File: src/hdl/swv_pkg.sv
// ----------------------------------------------------------------------------
// swv_pkg
// Shared types and constants of the square wave voltammetry sequencer.
// ----------------------------------------------------------------------------
package swv_pkg;

   // Configuration register indexes.
   localparam int unsigned CSR_ADDR_W = 3;
   localparam logic [CSR_ADDR_W-1:0] REG_START     = 3'd0;
   localparam logic [CSR_ADDR_W-1:0] REG_STOP      = 3'd1;
   localparam logic [CSR_ADDR_W-1:0] REG_STEP      = 3'd2;
   localparam logic [CSR_ADDR_W-1:0] REG_AMPLITUDE = 3'd3;
   localparam logic [CSR_ADDR_W-1:0] REG_LOW       = 3'd4;
   localparam logic [CSR_ADDR_W-1:0] REG_HIGH      = 3'd5;
   localparam logic [CSR_ADDR_W-1:0] REG_QUIET     = 3'd6;
   localparam logic [CSR_ADDR_W-1:0] REG_GAIN      = 3'd7;

   localparam int unsigned GAIN_W     = 24;
   localparam logic [GAIN_W-1:0] GAIN_RESET = 24'd11915;

   // Voltage conversion: 2346 - ((code * 1503) >> 10).
   localparam int unsigned VOLT_W     = 13;
   localparam int unsigned VSCALE_W   = 11;
   localparam logic [VSCALE_W-1:0] VOLT_SCALE = 11'd1503;
   localparam int unsigned VOLT_SHIFT = 10;
   localparam logic signed [31:0] VOLT_OFFSET = 32'sd2346;

   localparam int unsigned DIFF_W     = 32;
   localparam int unsigned DIFF_SHIFT = 16;

   // Input operation codes.
   localparam logic OP_TICK  = 1'b0;
   localparam logic OP_START = 1'b1;

   typedef enum logic [1:0] {
      PH_IDLE,
      PH_QUIET,
      PH_LOW,
      PH_HIGH
   } phase_type;

   // Result flags, dac_write in the lowest bit.
   typedef struct packed {
      logic sweep_done;
      logic point_valid;
      logic busy_res;
      logic dac_write;
   } swv_flags_type;

endpackage

File: src/hdl/swv_cfg.sv
// ----------------------------------------------------------------------------
// swv_cfg
// Configuration register file, written through the plain csr write port.
// ----------------------------------------------------------------------------
module swv_cfg
   import swv_pkg::*;
#(
   parameter int DAC_BITS   = 12,
   parameter int TIMER_BITS = 16,
   parameter int CSR_W      = 24
) (
   input  logic                  clock,
   input  logic                  reset,
   input  logic                  csr_we,
   input  logic [CSR_ADDR_W-1:0] csr_addr,
   input  logic [CSR_W-1:0]      csr_wdata,
   output logic [DAC_BITS-1:0]   start_code,
   output logic [DAC_BITS-1:0]   stop_code,
   output logic [DAC_BITS-1:0]   step_code,
   output logic [DAC_BITS-1:0]   amplitude_code,
   output logic [TIMER_BITS-1:0] low_ticks,
   output logic [TIMER_BITS-1:0] high_ticks,
   output logic [TIMER_BITS-1:0] quiet_ticks,
   output logic [GAIN_W-1:0]     current_gain
);

   logic [DAC_BITS-1:0]   start_ff, stop_ff, step_ff, amp_ff;
   logic [TIMER_BITS-1:0] low_ff, high_ff, quiet_ff;
   logic [GAIN_W-1:0]     gain_ff;

   always_ff @(posedge clock) begin
      if (reset) begin
         start_ff <= '0;
         stop_ff  <= '1;
         step_ff  <= DAC_BITS'(1);
         amp_ff   <= '0;
         low_ff   <= TIMER_BITS'(1);
         high_ff  <= TIMER_BITS'(1);
         quiet_ff <= '0;
         gain_ff  <= GAIN_RESET;
      end else if (csr_we) begin
         case (csr_addr)
            REG_START:     start_ff <= csr_wdata[DAC_BITS-1:0];
            REG_STOP:      stop_ff  <= csr_wdata[DAC_BITS-1:0];
            REG_STEP:      step_ff  <= csr_wdata[DAC_BITS-1:0];
            REG_AMPLITUDE: amp_ff   <= csr_wdata[DAC_BITS-1:0];
            REG_LOW:       low_ff   <= csr_wdata[TIMER_BITS-1:0];
            REG_HIGH:      high_ff  <= csr_wdata[TIMER_BITS-1:0];
            REG_QUIET:     quiet_ff <= csr_wdata[TIMER_BITS-1:0];
            REG_GAIN:      gain_ff  <= csr_wdata[GAIN_W-1:0];
            default: ;
         endcase
      end
   end

   assign start_code     = start_ff;
   assign stop_code      = stop_ff;
   assign step_code      = step_ff;
   assign amplitude_code = amp_ff;
   assign low_ticks      = low_ff;
   assign high_ticks     = high_ff;
   assign quiet_ticks    = quiet_ff;
   assign current_gain   = gain_ff;

endmodule

File: src/hdl/swv_seq.sv
// ----------------------------------------------------------------------------
// swv_seq
// Sweep sequencer: phase, level and hold timer, plus the point arithmetic.
// State advances on every processed transaction; results are combinational.
// ----------------------------------------------------------------------------
module swv_seq
   import swv_pkg::*;
#(
   parameter int DAC_BITS   = 12,
   parameter int ADC_BITS   = 10,
   parameter int TIMER_BITS = 16
) (
   input  logic                     clock,
   input  logic                     reset,
   input  logic                     proc_en,
   input  logic                     operation,
   input  logic [ADC_BITS-1:0]      adc_sample,
   input  logic [DAC_BITS-1:0]      start_code,
   input  logic [DAC_BITS-1:0]      stop_code,
   input  logic [DAC_BITS-1:0]      step_code,
   input  logic [DAC_BITS-1:0]      amplitude_code,
   input  logic [TIMER_BITS-1:0]    low_ticks,
   input  logic [TIMER_BITS-1:0]    high_ticks,
   input  logic [TIMER_BITS-1:0]    quiet_ticks,
   input  logic [GAIN_W-1:0]        current_gain,
   output logic [DAC_BITS-1:0]      dac_code,
   output logic signed [VOLT_W-1:0] step_voltage_mv,
   output logic signed [DIFF_W-1:0] difference_current,
   output swv_flags_type            flags
);

   localparam int VPROD_W = DAC_BITS + VSCALE_W;
   localparam int VQ_W    = VPROD_W - VOLT_SHIFT;
   localparam int DPROD_W = ADC_BITS + 1 + GAIN_W + 1;
   localparam int DQ_W    = DPROD_W - DIFF_SHIFT;

   phase_type             phase_ff, phase_in;
   logic [DAC_BITS-1:0]   level_ff, level_in;
   logic [TIMER_BITS-1:0] tick_ff, tick_in;
   logic [ADC_BITS-1:0]   first_ff, first_in;
   logic [DAC_BITS-1:0]   held_ff, held_in;
   logic                  wr_evt, done_evt, point_evt;

   logic                  tick_last;
   logic [DAC_BITS-1:0]   step_eff;
   logic [DAC_BITS:0]     next_level;
   logic [DAC_BITS-1:0]   begin_lvl;
   logic                  begin_fits;
   logic [DAC_BITS-1:0]   high_code;

   logic [VPROD_W-1:0]        vprod;
   logic signed [31:0]        volt_wide;
   logic signed [ADC_BITS:0]  sdiff;
   logic signed [DPROD_W-1:0] dprod;
   logic signed [DQ_W-1:0]    dq;

   assign tick_last  = (tick_ff <= TIMER_BITS'(1));
   assign step_eff   = (step_code == '0) ? DAC_BITS'(1) : step_code;
   assign next_level = {1'b0, level_ff} + {1'b0, step_eff};
   assign high_code  = level_ff + amplitude_code;

   // Level that would begin on this transaction, and whether it plus the amplitude stays at or below stop.
   always_comb begin
      if (operation == OP_START) begin
         begin_lvl = start_code;
      end else if (phase_ff == PH_HIGH) begin
         begin_lvl = next_level[DAC_BITS-1:0];
      end else begin
         begin_lvl = level_ff;
      end
   end
   assign begin_fits = ({1'b0, begin_lvl} + {1'b0, amplitude_code}) <= {1'b0, stop_code};

   // Next-state logic.
   always_comb begin
      phase_in  = phase_ff;
      level_in  = level_ff;
      tick_in   = tick_ff;
      first_in  = first_ff;
      held_in   = held_ff;
      wr_evt    = 1'b0;
      done_evt  = 1'b0;
      point_evt = 1'b0;
      if (operation == OP_START) begin
         level_in = start_code;
         tick_in  = quiet_ticks;
         if (quiet_ticks == '0) begin
            if (begin_fits) begin
               phase_in = PH_LOW;
               tick_in  = low_ticks;
               held_in  = begin_lvl;
               wr_evt   = 1'b1;
            end else begin
               phase_in = PH_IDLE;
               done_evt = 1'b1;
            end
         end else begin
            phase_in = PH_QUIET;
         end
      end else begin
         case (phase_ff)
            PH_QUIET: begin
               if (tick_last) begin
                  tick_in = '0;
                  if (begin_fits) begin
                     phase_in = PH_LOW;
                     tick_in  = low_ticks;
                     held_in  = begin_lvl;
                     wr_evt   = 1'b1;
                  end else begin
                     phase_in = PH_IDLE;
                     done_evt = 1'b1;
                  end
               end else begin
                  tick_in = tick_ff - TIMER_BITS'(1);
               end
            end
            PH_LOW: begin
               if (tick_last) begin
                  first_in = adc_sample;
                  phase_in = PH_HIGH;
                  tick_in  = high_ticks;
                  held_in  = high_code;
                  wr_evt   = 1'b1;
               end else begin
                  tick_in = tick_ff - TIMER_BITS'(1);
               end
            end
            PH_HIGH: begin
               if (tick_last) begin
                  point_evt = 1'b1;
                  if (next_level[DAC_BITS]) begin
                     phase_in = PH_IDLE;
                     done_evt = 1'b1;
                  end else begin
                     level_in = next_level[DAC_BITS-1:0];
                     if (begin_fits) begin
                        phase_in = PH_LOW;
                        tick_in  = low_ticks;
                        held_in  = begin_lvl;
                        wr_evt   = 1'b1;
                     end else begin
                        phase_in = PH_IDLE;
                        done_evt = 1'b1;
                     end
                  end
               end else begin
                  tick_in = tick_ff - TIMER_BITS'(1);
               end
            end
            default: phase_in = PH_IDLE;
         endcase
      end
   end

   always_ff @(posedge clock) begin
      if (reset) begin
         phase_ff <= PH_IDLE;
         level_ff <= '0;
         tick_ff  <= '0;
         held_ff  <= '0;
      end else if (proc_en) begin
         phase_ff <= phase_in;
         level_ff <= level_in;
         tick_ff  <= tick_in;
         held_ff  <= held_in;
      end
   end

   always_ff @(posedge clock) begin
      if (proc_en) begin
         first_ff <= first_in;
      end
   end

   // Point arithmetic. An arithmetic shift of the product gives the floor.
   assign vprod     = level_ff * VOLT_SCALE;
   assign volt_wide = VOLT_OFFSET - $signed({{(32-VQ_W){1'b0}}, vprod[VPROD_W-1:VOLT_SHIFT]});
   assign sdiff     = $signed({1'b0, first_ff}) - $signed({1'b0, adc_sample});
   assign dprod     = sdiff * $signed({1'b0, current_gain});
   assign dq        = dprod[DPROD_W-1:DIFF_SHIFT];

   // Result outputs.
   always_comb begin
      dac_code          = held_in;
      flags.dac_write   = wr_evt;
      flags.busy_res    = (phase_in != PH_IDLE);
      flags.point_valid = point_evt;
      flags.sweep_done  = done_evt;
      if (point_evt) begin
         step_voltage_mv    = volt_wide[VOLT_W-1:0];
         difference_current = {{(DIFF_W-DQ_W){dq[DQ_W-1]}}, dq};
      end else begin
         step_voltage_mv    = '0;
         difference_current = '0;
      end
   end

endmodule

File: src/hdl/square_wave_voltammetry_sequencer.sv
// A request transaction is registered when accepted, runs through the sequencer and
// lands in the response register once that register is free or being taken.
// Throughput: one transaction per cycle; requests stall only while a held
// response is not taken. Reset: synchronous, active high; clears the sweep (idle,
// level 0, DAC code 0), both pipeline valids and loads the register reset values.
// ----------------------------------------------------------------------------
// square_wave_voltammetry_sequencer
// Square wave voltammetry waveform sequencer with streaming request and
// response channels and a plain configuration write port.
// ----------------------------------------------------------------------------
module square_wave_voltammetry_sequencer
   import swv_pkg::*;
#(
   parameter int DAC_BITS   = 12,
   parameter int ADC_BITS   = 10,
   parameter int TIMER_BITS = 16
) (
   input  logic                                 clock,
   input  logic                                 reset,
   // Request: tdata = adc_sample; tuser = operation.
   input  logic                                 req_tvalid,
   output logic                                 req_tready,
   input  logic [((ADC_BITS+7)/8)*8-1:0]        req_tdata,
   input  logic                                 req_tuser,
   // Response: tdata = dac_code, step_voltage_mv, difference_current.
   output logic                                 rsp_tvalid,
   input  logic                                 rsp_tready,
   output logic [((DAC_BITS+45+7)/8)*8-1:0]     rsp_tdata,
   // Response: tuser = dac_write, busy_res, point_valid, sweep_done.
   output logic [3:0]                           rsp_tuser,
   input  logic                                 csr_we,
   input  logic [CSR_ADDR_W-1:0]                csr_addr,
   input  logic [((DAC_BITS > TIMER_BITS) ? ((DAC_BITS > 24) ? DAC_BITS : 24)
                 : ((TIMER_BITS > 24) ? TIMER_BITS : 24))-1:0] csr_wdata
);

   localparam int CSR_W = (DAC_BITS > TIMER_BITS) ? ((DAC_BITS > 24) ? DAC_BITS : 24)
                          : ((TIMER_BITS > 24) ? TIMER_BITS : 24);
   localparam int OUT_W = ((DAC_BITS + VOLT_W + DIFF_W + 7) / 8) * 8;
   localparam int PAY_W = DAC_BITS + VOLT_W + DIFF_W;

   logic [DAC_BITS-1:0]   start_code, stop_code, step_code, amplitude_code;
   logic [TIMER_BITS-1:0] low_ticks, high_ticks, quiet_ticks;
   logic [GAIN_W-1:0]     current_gain;

   logic                  in_vld_ff, in_vld_in;
   logic                  in_op_ff;
   logic [ADC_BITS-1:0]   in_smp_ff;
   logic                  advance;

   logic                      out_vld_ff, out_vld_in;
   logic [PAY_W-1:0]          out_data_ff;
   swv_flags_type             out_flags_ff;

   logic [DAC_BITS-1:0]       dac_code;
   logic signed [VOLT_W-1:0]  step_voltage_mv;
   logic signed [DIFF_W-1:0]  difference_current;
   swv_flags_type             flags;

   swv_cfg #(
      .DAC_BITS   (DAC_BITS),
      .TIMER_BITS (TIMER_BITS),
      .CSR_W      (CSR_W)
   ) u_cfg (
      .clock          (clock),
      .reset          (reset),
      .csr_we         (csr_we),
      .csr_addr       (csr_addr),
      .csr_wdata      (csr_wdata),
      .start_code     (start_code),
      .stop_code      (stop_code),
      .step_code      (step_code),
      .amplitude_code (amplitude_code),
      .low_ticks      (low_ticks),
      .high_ticks     (high_ticks),
      .quiet_ticks    (quiet_ticks),
      .current_gain   (current_gain)
   );

   // The held transaction moves into the response register when that is free or its response is being taken.
   assign advance    = in_vld_ff && (!out_vld_ff || rsp_tready);
   assign req_tready = !in_vld_ff || advance;

   always_comb begin
      in_vld_in = in_vld_ff;
      if (req_tvalid && req_tready) begin
         in_vld_in = 1'b1;
      end else if (advance) begin
         in_vld_in = 1'b0;
      end
   end

   always_comb begin
      out_vld_in = out_vld_ff;
      if (advance) begin
         out_vld_in = 1'b1;
      end else if (rsp_tready) begin
         out_vld_in = 1'b0;
      end
   end

   always_ff @(posedge clock) begin
      if (reset) begin
         in_vld_ff  <= 1'b0;
         out_vld_ff <= 1'b0;
      end else begin
         in_vld_ff  <= in_vld_in;
         out_vld_ff <= out_vld_in;
      end
   end

   always_ff @(posedge clock) begin
      if (req_tvalid && req_tready) begin
         in_op_ff  <= req_tuser;
         in_smp_ff <= req_tdata[ADC_BITS-1:0];
      end
   end

   swv_seq #(
      .DAC_BITS   (DAC_BITS),
      .ADC_BITS   (ADC_BITS),
      .TIMER_BITS (TIMER_BITS)
   ) u_seq (
      .clock              (clock),
      .reset              (reset),
      .proc_en            (advance),
      .operation          (in_op_ff),
      .adc_sample         (in_smp_ff),
      .start_code         (start_code),
      .stop_code          (stop_code),
      .step_code          (step_code),
      .amplitude_code     (amplitude_code),
      .low_ticks          (low_ticks),
      .high_ticks         (high_ticks),
      .quiet_ticks        (quiet_ticks),
      .current_gain       (current_gain),
      .dac_code           (dac_code),
      .step_voltage_mv    (step_voltage_mv),
      .difference_current (difference_current),
      .flags              (flags)
   );

   always_ff @(posedge clock) begin
      if (advance) begin
         out_data_ff  <= {difference_current, step_voltage_mv, dac_code};
         out_flags_ff <= flags;
      end
   end

   assign rsp_tvalid = out_vld_ff;
   assign rsp_tdata  = {{(OUT_W-PAY_W){1'b0}}, out_data_ff};
   assign rsp_tuser  = out_flags_ff;

endmodule

File: config.mk
export PLATFORM = sky130hd
export DESIGN_NAME = square_wave_voltammetry_sequencer
export DESIGN_NICKNAME = d
export VERILOG_FILES = /design/src/hdl/swv_pkg.sv /design/src/hdl/swv_cfg.sv /design/src/hdl/swv_seq.sv /design/src/hdl/square_wave_voltammetry_sequencer.sv
export SDC_FILE = /design/constraint.sdc
export NUM_CORES = 1
export LEC_CHECK = 0
export ABC_CLOCK_PERIOD_IN_PS = 6900
export BUFFER_PORTS_ARGS = -buffer_cell sky130_fd_sc_hd__clkbuf_2
export CAP_MARGIN = 10
export CORE_ASPECT_RATIO = 1.4
export CORE_MARGIN = 1
export CORE_UTILIZATION = 58
export DETAILED_ROUTE_END_ITERATION = 8
export PLACE_DENSITY = 0.81
export REMOVE_ABC_BUFFERS = 1
export SLEW_MARGIN = 20
export SYNTH_ARGS = -nofsm -noshare
export SYNTH_HDL_FRONTEND = slang
export SYNTH_SLANG_ARGS = --single-unit
File: constraint.sdc
create_clock -name clock -period 6.9 [get_ports clock]
set_input_delay 1.38 -clock clock [delete_from_list [all_inputs] [get_ports clock]]
set_output_delay 1.38 -clock clock [all_outputs]
set_load 0.02 [all_outputs]
==> PnR_summary.wiki, run 1 <==
{| class="wikitable"
! Metric !! Value
|-
| Outcome || finished with violations
|-
| Violated checks || setup timing
|-
| Std-Cell Core Area || 0.04049 sq mm
|-
| Post-Route WL || 62.26 mm
|-
| Synthesized flop and latch total || 234
|-
| Cells after DPL || roughly 3300
|-
| Leakage power || 12.17 nW
|-
| Syn Std Cell Area || ~0.024 sq mm
|-
| Antenna violations before repair || 2
|-
| Gate count after technology mapping || between 2000 and 3000
|-
| Worst slack, placed || -659.2 ps
|-
| Min setup slack post-route || -232.4 ps
|-
| Area growth, synth to finish || 12.29%
|-
| First-pass GRT wire length || 101.0 mm
|-
| Die H || 242.2 um
|-
| Final slew viol count || 0
|-
| Clock-pin slew reported for the worst setup and hold paths after clock tree synthesis || around 70 ps
|-
| Router iterations before antenna repair || 6
|-
| Adder and majority cell fraction of the synthesized area || between 30% and 40%
|-
| Number of core rows || 87
|-
| Total setup violations reported at the end of the flow || 14
|-
| Top fanout value on the critical path || 11
|-
| Final worst path period need || 7132 ps
|-
| Post-synthesis simple-gate area fraction || 16.98%
|-
| Main combinational cell family by area after synthesis || adder cells
|-
| Placed wire-length estimate || 46.52 mm
|-
| Post-synth EDFFs || 70
|-
| Worst setup EP type || register
|-
| Maximum clock path buffer count || 3
|-
| Number of cells in the finished layout apart from fillers || 3395
|-
| DRC violations left || 0
|-
| Crit-path max cell delay || 540 ps
|-
| Inserted Clock Buffers || 26
|-
| Level count of the clock H-tree || 1
|-
| Global-route total usage across every layer || 29.72%
|-
| I/O pin count || 119
|-
| Root Driver || sky130_fd_sc_hd__clkbuf_16
|-
| Worst-path cell with the longest stage delay || sky130_fd_sc_hd__fa_1
|-
| Avg Vias per Cell || 5.879
|-
| Worst hold slack across all endpoints || ~460 ps
|-
| Number of global-route vias before repair || approximately 21000
|-
| TritonCTS clock tree || yes
|-
| Skew-Pair Late Insertion Delay || 580 ps
|-
| Post-route fraction of the period consumed by the critical path || 103.4%
|-
| Flip-flop cell with the highest count after synthesis || sky130_fd_sc_hd__dfxtp_1
|-
| Portion of netlist area occupied by mux cells || less than 1%
|-
| Xor and xnor fraction of the mapped netlist area || between 3 and 4%
|-
| Slew @ Worst Pin || about 1100 ps
|-
| Arrival time reported for the critical path endpoint || 7430 ps
|-
| Number of filler cells placed in the layout || 3138
|-
| Overall die width || around 170 um
|-
| WL per Instance || 18.34 um
|-
| Worst min-delay path class || reg2reg
|-
| Port Buffers || ~110
|-
| Cell area after placement || 0.02524 sq mm
|-
| Layout net count || 3378
|-
| IR Drop Worst-Case VDD || 0.3183 mV
|-
| Antenna Violating Nets Remaining || 0
|-
| Setup TNS || -1834 ps
|-
| CP Data Required Time || 7190 ps
|-
| Max Fclk || 140.2 MHz
|-
| Relative slew slack || 25.64%
|-
| Total global routing overflow || 0
|-
| Design Area, Final || 0.02684 sq mm
|-
| Initial cell density of the core || 59.03%
|-
| FFs w/ async S/R, synth || 0%
|-
| Gp weighted congestion || roughly 0.96
|-
| Hold violation total from the final report || 0
|-
| Unrepaired setup endpoints after global routing || yes
|-
| Portion of the post-synthesis area used by sequential elements || approximately 23%
|-
| Die area || ~0.042 sq mm
|-
| Power Dens Cells || 269.7 mW/mm^2
|-
| Critical Path Start Type || register
|-
| Synth Area in Compound Gates || 13.92%
|-
| Synth Area per Inst || 8.757 sq um
|-
| Yosys warnings || 0
|-
| Number of design-rule violations left by the first detailed-router iteration || 1406
|-
| Via total after detailed routing || 19960
|-
| Max-capacitance violation count || 0
|-
| Crit Path Class || reg2reg
|-
| Distinct cells, synth || slightly below 100
|-
| Maximum number of pins on one net before global-route repair || about 90
|-
| Clock skew || 25.44 ps
|-
| Share of post-route cells with drive strength above 1 || 14.69%
|-
| Clock Sinks || 234
|}
[state kept, by name (all words and copies together) (netlist names), 16 cells and up]
| register | cells |
|---|---|
| u_seq.tick_ff | 16 |
| u_cfg.low_ticks | 16 |
| u_cfg.quiet_ticks | 16 |
| u_cfg.current_gain | 24 |
| out_data_ff | 45 |
| u_cfg.high_ticks | 16 |
[final timing paths]
kind	start	end	slack, ps	depth (start not counted)
worst max-delay path	u_seq.first_ff[0]	out_data_ff[38]	-230	34
worst min-delay path	in_smp_ff[6]	u_seq.first_ff[6]	460	0
worst max register to register	u_seq.first_ff[0]	out_data_ff[38]	-230	34
worst min register to register	in_smp_ff[6]	u_seq.first_ff[6]	460	0
[Yosys cell counts, types with 7 or more instances]
library cell / number / area [sq um]
sky130_fd_sc_hd__o21ai_1: 13 / 65.06
sky130_fd_sc_hd__edfxtp_1: 70 / 2102
sky130_fd_sc_hd__and2_1: 110 / 688.2
sky130_fd_sc_hd__a211oi_1: 11 / 82.58
sky130_fd_sc_hd__o22ai_1: 11 / 68.82
sky130_fd_sc_hd__nand2_1: 430 / 1614
sky130_fd_sc_hd__clkbuf_2: 12 / 60.06
sky130_fd_sc_hd__nor4_1: 12 / 75.07
sky130_fd_sc_hd__a221o_1: 9 / 90.09
sky130_fd_sc_hd__buf_1: 7 / 26.28
sky130_fd_sc_hd__a21oi_1: 184 / 920.9
sky130_fd_sc_hd__ha_1: 226 / 2828
sky130_fd_sc_hd__fa_1: 264 / 5285
sky130_fd_sc_hd__o21a_1: 13 / 97.59
sky130_fd_sc_hd__xor2_1: 28 / 245.2
sky130_fd_sc_hd__mux2i_1: 12 / 120.1
sky130_fd_sc_hd__nor3_1: 34 / 170.2
sky130_fd_sc_hd__or3_1: 11 / 68.82
sky130_fd_sc_hd__buf_2: 10 / 50.05
sky130_fd_sc_hd__nor2b_1: 37 / 231.5
sky130_fd_sc_hd__xnor2_1: 56 / 490.5
sky130_fd_sc_hd__clkbuf_1: 113 / 424.2
sky130_fd_sc_hd__a31oi_1: 22 / 137.6
sky130_fd_sc_hd__nor2_1: 133 / 499.2
sky130_fd_sc_hd__inv_1: 367 / 1378
sky130_fd_sc_hd__o211ai_1: 26 / 195.2
sky130_fd_sc_hd__dfxtp_1: 164 / 3283
sky130_fd_sc_hd__nand4_1: 9 / 56.30
sky130_fd_sc_hd__nand2b_1: 26 / 162.7
sky130_fd_sc_hd__a21o_1: 21 / 157.7
sky130_fd_sc_hd__a211oi_2: 7 / 87.58
sky130_fd_sc_hd__buf_4: 21 / 157.7
sky130_fd_sc_hd__nand3_1: 46 / 230.2
sky130_fd_sc_hd__o21bai_1: 7 / 52.55
sky130_fd_sc_hd__o21ai_0: 74 / 370.4
[layout by cell type, fill, tap and decap left out, types with 7 or more instances in the layout]
cell type | netlist | routed
sky130_fd_sc_hd__nand2b_1 | 26 | 25
sky130_fd_sc_hd__a221o_1 | 9 | 9
sky130_fd_sc_hd__o211ai_1 | 26 | 26
sky130_fd_sc_hd__mux2i_1 | 12 | 12
sky130_fd_sc_hd__o21ai_2 | 6 | 10
sky130_fd_sc_hd__nor2b_1 | 37 | 36
sky130_fd_sc_hd__clkbuf_16 | 0 | 27
sky130_fd_sc_hd__o21ai_1 | 13 | 13
sky130_fd_sc_hd__nor3_1 | 34 | 32
sky130_fd_sc_hd__a211oi_2 | 7 | 9
sky130_fd_sc_hd__a21oi_1 | 184 | 168
sky130_fd_sc_hd__clkbuf_2 | 12 | 104
sky130_fd_sc_hd__xor2_1 | 28 | 28
sky130_fd_sc_hd__dfxtp_1 | 164 | 163
sky130_fd_sc_hd__xnor2_1 | 56 | 49
sky130_fd_sc_hd__a31oi_1 | 22 | 21
sky130_fd_sc_hd__or3_1 | 11 | 11
sky130_fd_sc_hd__conb_1 | 1 | 7
sky130_fd_sc_hd__edfxtp_1 | 70 | 70
sky130_fd_sc_hd__o21ai_0 | 74 | 68
sky130_fd_sc_hd__ha_4 | 0 | 7
sky130_fd_sc_hd__nor2_2 | 1 | 7
sky130_fd_sc_hd__a21o_1 | 21 | 21
sky130_fd_sc_hd__buf_4 | 21 | 125
sky130_fd_sc_hd__inv_1 | 367 | 359
sky130_fd_sc_hd__fa_1 | 264 | 259
sky130_fd_sc_hd__inv_2 | 0 | 8
sky130_fd_sc_hd__nor2_1 | 133 | 124
sky130_fd_sc_hd__o21a_1 | 13 | 13
sky130_fd_sc_hd__nand3_1 | 46 | 46
sky130_fd_sc_hd__nor4_1 | 12 | 10
sky130_fd_sc_hd__nand2_1 | 430 | 428
sky130_fd_sc_hd__a211oi_1 | 11 | 9
sky130_fd_sc_hd__and2_1 | 110 | 109
sky130_fd_sc_hd__a21oi_2 | 3 | 18
sky130_fd_sc_hd__nand4_1 | 9 | 9
sky130_fd_sc_hd__ha_1 | 226 | 218
sky130_fd_sc_hd__o22ai_1 | 11 | 11
sky130_fd_sc_hd__o21bai_1 | 7 | 7
[power by group]
group | leakage [nW] | total [mW] | internal, mW | switching, mW
clock | 0.437 | 1.47 | 0.831 | 0.635
sequential | 1.99 | 1.52 | 1.47 | 0.0543
combinational | 9.75 | 4.25 | 2.00 | 2.25
[cell families after synthesis]
group	Yosys count
AO/OA/AOI/OAI	496
multiplexers	13
buffers and inverters	534
adder cells (fa/ha/maj)	490
other	1
AND/OR/NAND/NOR	877
flip-flops	234
XOR/XNOR	85
[worst max-delay path: cells and delay by family, from the launching register on]
kind,cells,cell delay [ps]
adder cells (fa/ha/maj),8,3210
flip-flops,1,360
XOR/XNOR,1,150
AO/OA/AOI/OAI,14,2350
AND/OR/NAND/NOR,4,280
buffers and inverters,7,480
[metrics by stage]
step,utilization (%),power [mW]
detailed placement,62.33,5.172
finish,66.29,7.240
CTS,65.28,6.944
floorplan,-,4.009
global placement,62.33,4.997
global route,66.29,7.786
[layout make-up]
cell class                      count  area (sq um)  share of cell area [%]
Multi-Input combinational cell   1968         16850                   62.76
Sequential cell                   234          5386                   20.07
Timing Repair Buffer              241          1634                   6.087
Inverter                          368          1381                   5.146
Clock buffer                       30         706.9                   2.634
Tap cell                          534         668.1                   2.489
Clock inverter                     18         215.2                  0.8017
Antenna cell                        2         5.005                 0.01864
[routing by layer]
metal | routed length, um | GRT usage, % | up-vias | part of all wire [%]
li1 | - | - | 9147 | -
met1 | 22150 | 32.59 | 9607 | 36
met2 | 31340 | 53.67 | 908 | 50
met3 | 4621 | 4.049 | 298 | 7.4
met4 | 4145 | 19.07 | 0 | 6.7
met5 | 0 | 0 | - | 0
[repair_timing]
action                                  4_1_cts  5_1_grt
hold buffers                                  0        0
endpoints found under the setup margin       55       63
pin swaps                                    32       33
setup buffers                                13       12
gates cloned                                  0        1
resized for setup                            47       58
No activity file was read; power rests on OpenSTA's default activity.
==> run 2: changes to the inputs <==
--- a/config.mk
+++ b/config.mk
@@ -11,6 +11,7 @@
 export CORE_ASPECT_RATIO = 1.4
 export CORE_MARGIN = 1
 export CORE_UTILIZATION = 58
+export CTS_BUF_LIST = sky130_fd_sc_hd__clkbuf_16
 export DETAILED_ROUTE_END_ITERATION = 8
 export PLACE_DENSITY = 0.81
 export REMOVE_ABC_BUFFERS = 1
==> run 2 against run 1 <==
The flow still finishes with violations (setup timing). Critical path depth is the same. Die area is the same. Clock power is essentially flat. Fmax grew 0.20%. First-iteration DRC count grew 2.6%. Flip-flop and latch count is the same. Routed wire length grew 0.26%. Via count grew 0.45%. Largest power group unchanged. Combinational power is essentially flat. Clock-buffer cell count shrank 3. Non-clock buffer count grew 1.
==> PnR_summary.wiki, run 2 (same netlist as run 1, synthesis figures left out) <==
{| class="wikitable"
! Metric !! Value
|-
| Outcome || finished with violations
|-
| Violated checks || setup timing
|-
| Final worst path period need || 7118 ps (-14.27 ps)
|-
| Top fanout value on the critical path || 11 (unchanged)
|-
| Max-capacitance violation count || 0 (unchanged)
|-
| Layout net count || 3379 (+0.030%)
|-
| DRC violations left || 0 (unchanged)
|-
| Overall die width || 173.6 um (unchanged)
|-
| Number of filler cells placed in the layout || 3132 (-0.19%)
|-
| Avg Vias per Cell || 5.904 (+0.42%)
|-
| Crit-path max cell delay || 540 ps (about the same)
|-
| Antenna Violating Nets Remaining || 0 (unchanged)
|-
| Global-route total usage across every layer || 29.72% (about the same)
|-
| Maximum clock path buffer count || 3 (unchanged)
|-
| Share of total power in the clock network || 20.0% (-0.2 points)
|-
| Hold violation total from the final report || 0 (unchanged)
|-
| Relative slew slack || 22.96% (-2.7 points)
|-
| Worst min-delay path class || reg2reg
|-
| TritonCTS clock tree || yes
|-
| Final core area utilization || 66.28% (about the same)
|-
| Unrepaired setup endpoints after global routing || yes
|-
| Cell area after placement || 0.02524 sq mm (unchanged)
|-
| Number of global-route vias before repair || 20891 (+0.096%)
|-
| Std-Cell Core Area || 0.04049 sq mm (unchanged)
|-
| Power Dens Cells || 268.9 mW/mm^2 (-0.30%)
|-
| Skew-Pair Late Insertion Delay || 580 ps (about the same)
|-
| Design Area, Final || 0.02684 sq mm (about the same)
|-
| Die area || 0.04204 sq mm (unchanged)
|-
| Final slew viol count || 0 (unchanged)
|-
| Switching power summed over all nets || 2.933 mW (about the same)
|-
| I/O pin count || 119 (unchanged)
|-
| Total global routing overflow || 0 (unchanged)
|-
| Share of post-route cells with drive strength above 1 || 14.65% (-0.040 points)
|-
| Sequential Power Share || 21.1% (about the same)
|-
| Setup TNS || -1712 ps (+121.9 ps)
|-
| Number of core rows || 87 (unchanged)
|-
| Router iterations before antenna repair || 7 (+1)
|-
| Clock Sinks || 234 (unchanged)
|-
| Die H || 242.2 um (unchanged)
|-
| Crit Path Class || reg2reg
|-
| Worst setup EP type || register
|-
| Max Fclk || 140.5 MHz (+0.20%)
|-
| Clock-pin slew reported for the worst setup and hold paths after clock tree synthesis || 70 ps (about the same)
|-
| Arrival time reported for the critical path endpoint || 7410 ps (-20 ps)
|-
| Post-Route WL || 62.42 mm (+0.26%)
|-
| Critical Path Start Type || register
|-
| First-pass GRT wire length || 101.0 mm (about the same)
|-
| Leakage power || 12.16 nW (about the same)
|-
| Most frequent cells in the layout || sky130_fd_sc_hd__nand2_1 (428), sky130_fd_sc_hd__inv_1 (360), sky130_fd_sc_hd__fa_1 (259), sky130_fd_sc_hd__ha_1 (217), sky130_fd_sc_hd__a21oi_1 (168)
|-
| Maximum number of pins on one net before global-route repair || 88 (unchanged)
|-
| Register bank with the most flops || out_data_ff
|-
| Gp weighted congestion || 0.9555 (unchanged)
|-
| Port Buffers || 105 (unchanged)
|-
| Post-route fraction of the period consumed by the critical path || 103.2% (-0.21 points)
|-
| CP Data Required Time || 7200 ps (about the same)
|-
| Slew @ Worst Pin || 1154 ps (+52.99 ps)
|-
| Root Driver || sky130_fd_sc_hd__clkbuf_16
|-
| Min setup slack post-route || -218.1 ps (+14.27 ps)
|-
| IR Drop Worst-Case VDD || 0.3171 mV (-0.37%)
|-
| Combinational power share || 58.9% (+0.2 points)
|-
| Level count of the clock H-tree || 1 (unchanged)
|-
| Flip-flop count of the largest register, all copies and words added || 45 (unchanged)
|-
| Most common cell after layout, fill and taps aside || sky130_fd_sc_hd__nand2_1
|-
| Area growth, synth to finish || 12.27% (about the same)
|-
| Clock skew || 23.10 ps (-2.345 ps)
|-
| WL per Instance || 18.38 um (+0.23%)
|-
| Number of design-rule violations left by the first detailed-router iteration || 1442 (+2.6%)
|-
| Internal power || 4.284 mW (-0.52%)
|-
| Net switching fraction of the power || 40.65% (+0.12 points)
|-
| Placed wire-length estimate || 46.52 mm (unchanged)
|-
| Initial cell density of the core || 59.03% (unchanged)
|-
| Worst-path cell with the longest stage delay || sky130_fd_sc_hd__fa_1
|-
| Inserted Clock Buffers || 26 (unchanged)
|-
| Antenna violations before repair || 2 (unchanged)
|-
| Worst slack, placed || -659.2 ps (unchanged)
|-
| Total setup violations reported at the end of the flow || 14 (unchanged)
|-
| Via total after detailed routing || 20050 (+0.45%)
|}
## run 2: area by class of cell
class	count	area, sq um	share of cell area (%)
antenna	2	5.005	0.01865
tap	534	668.1	2.489
timing repair buffer	242	1659	6.182
multi-input combinational	1968	16840	62.73
inverter	368	1381	5.147
clock inverter	21	226.5	0.8438
clock buffer	27	675.6	2.517
sequential	234	5386	20.07
## run 2: critical path, delay by kind of cell (launching register included)
kind	cells	cell delay [ps]
AO/OA/AOI/OAI	14	2340
XOR/XNOR	1	140
buffers and inverters	7	470
AND/OR/NAND/NOR	4	280
flip-flops	1	360
adder cells (fa/ha/maj)	8	3200
## run 2: timing repair
action,CTS,global route
hold buffers,0,0
hold endpoints to repair,0,0
pin swaps,32,41
endpoints found under the setup margin,55,63
resized for setup,47,57
gates cloned,0,2
buffers inserted,13,13
## run 2: power groups by stage
| stage | Sequential, mW | Clock, mW | Combinational, mW |
|---|---|---|---|
| CTS | 1.52 | 1.46 | 3.93 |
| floorplan | 1.57 | 0 | 2.44 |
| global placement | 1.55 | 0 | 3.45 |
| global route | 1.53 | 1.51 | 4.73 |
| detailed placement | 1.55 | 0 | 3.62 |
| finish | 1.52 | 1.44 | 4.25 |
## run 2: worst paths after layout
kind                      from                 to  slack [ps]  depth (start not counted)
max          u_seq.first_ff[0]    out_data_ff[38]        -220                         34
min               in_smp_ff[6]  u_seq.first_ff[6]         460                          0
max reg2reg  u_seq.first_ff[0]    out_data_ff[38]        -220                         34
min reg2reg       in_smp_ff[6]  u_seq.first_ff[6]         460                          0
## run 2: routing by layer
layer | share of wire [%] | GRT usage (%)
met5 | 0 | 0
met4 | 6.6 | 19.09
met3 | 7.5 | 4.049
met1 | 36 | 32.58
met2 | 50 | 53.65
## run 2: stage by stage
stage | hold WS [ps] | instances | total power, mW
finish | 455.4 | 3396 | 7.217
global route | 465.7 | 3396 | 7.766
CTS | 457.2 | 3381 | 6.919
detailed placement | 439.6 | 3321 | 5.172
global placement | 434.9 | 3321 | 4.997
floorplan | 426.4 | 2570 | 4.009
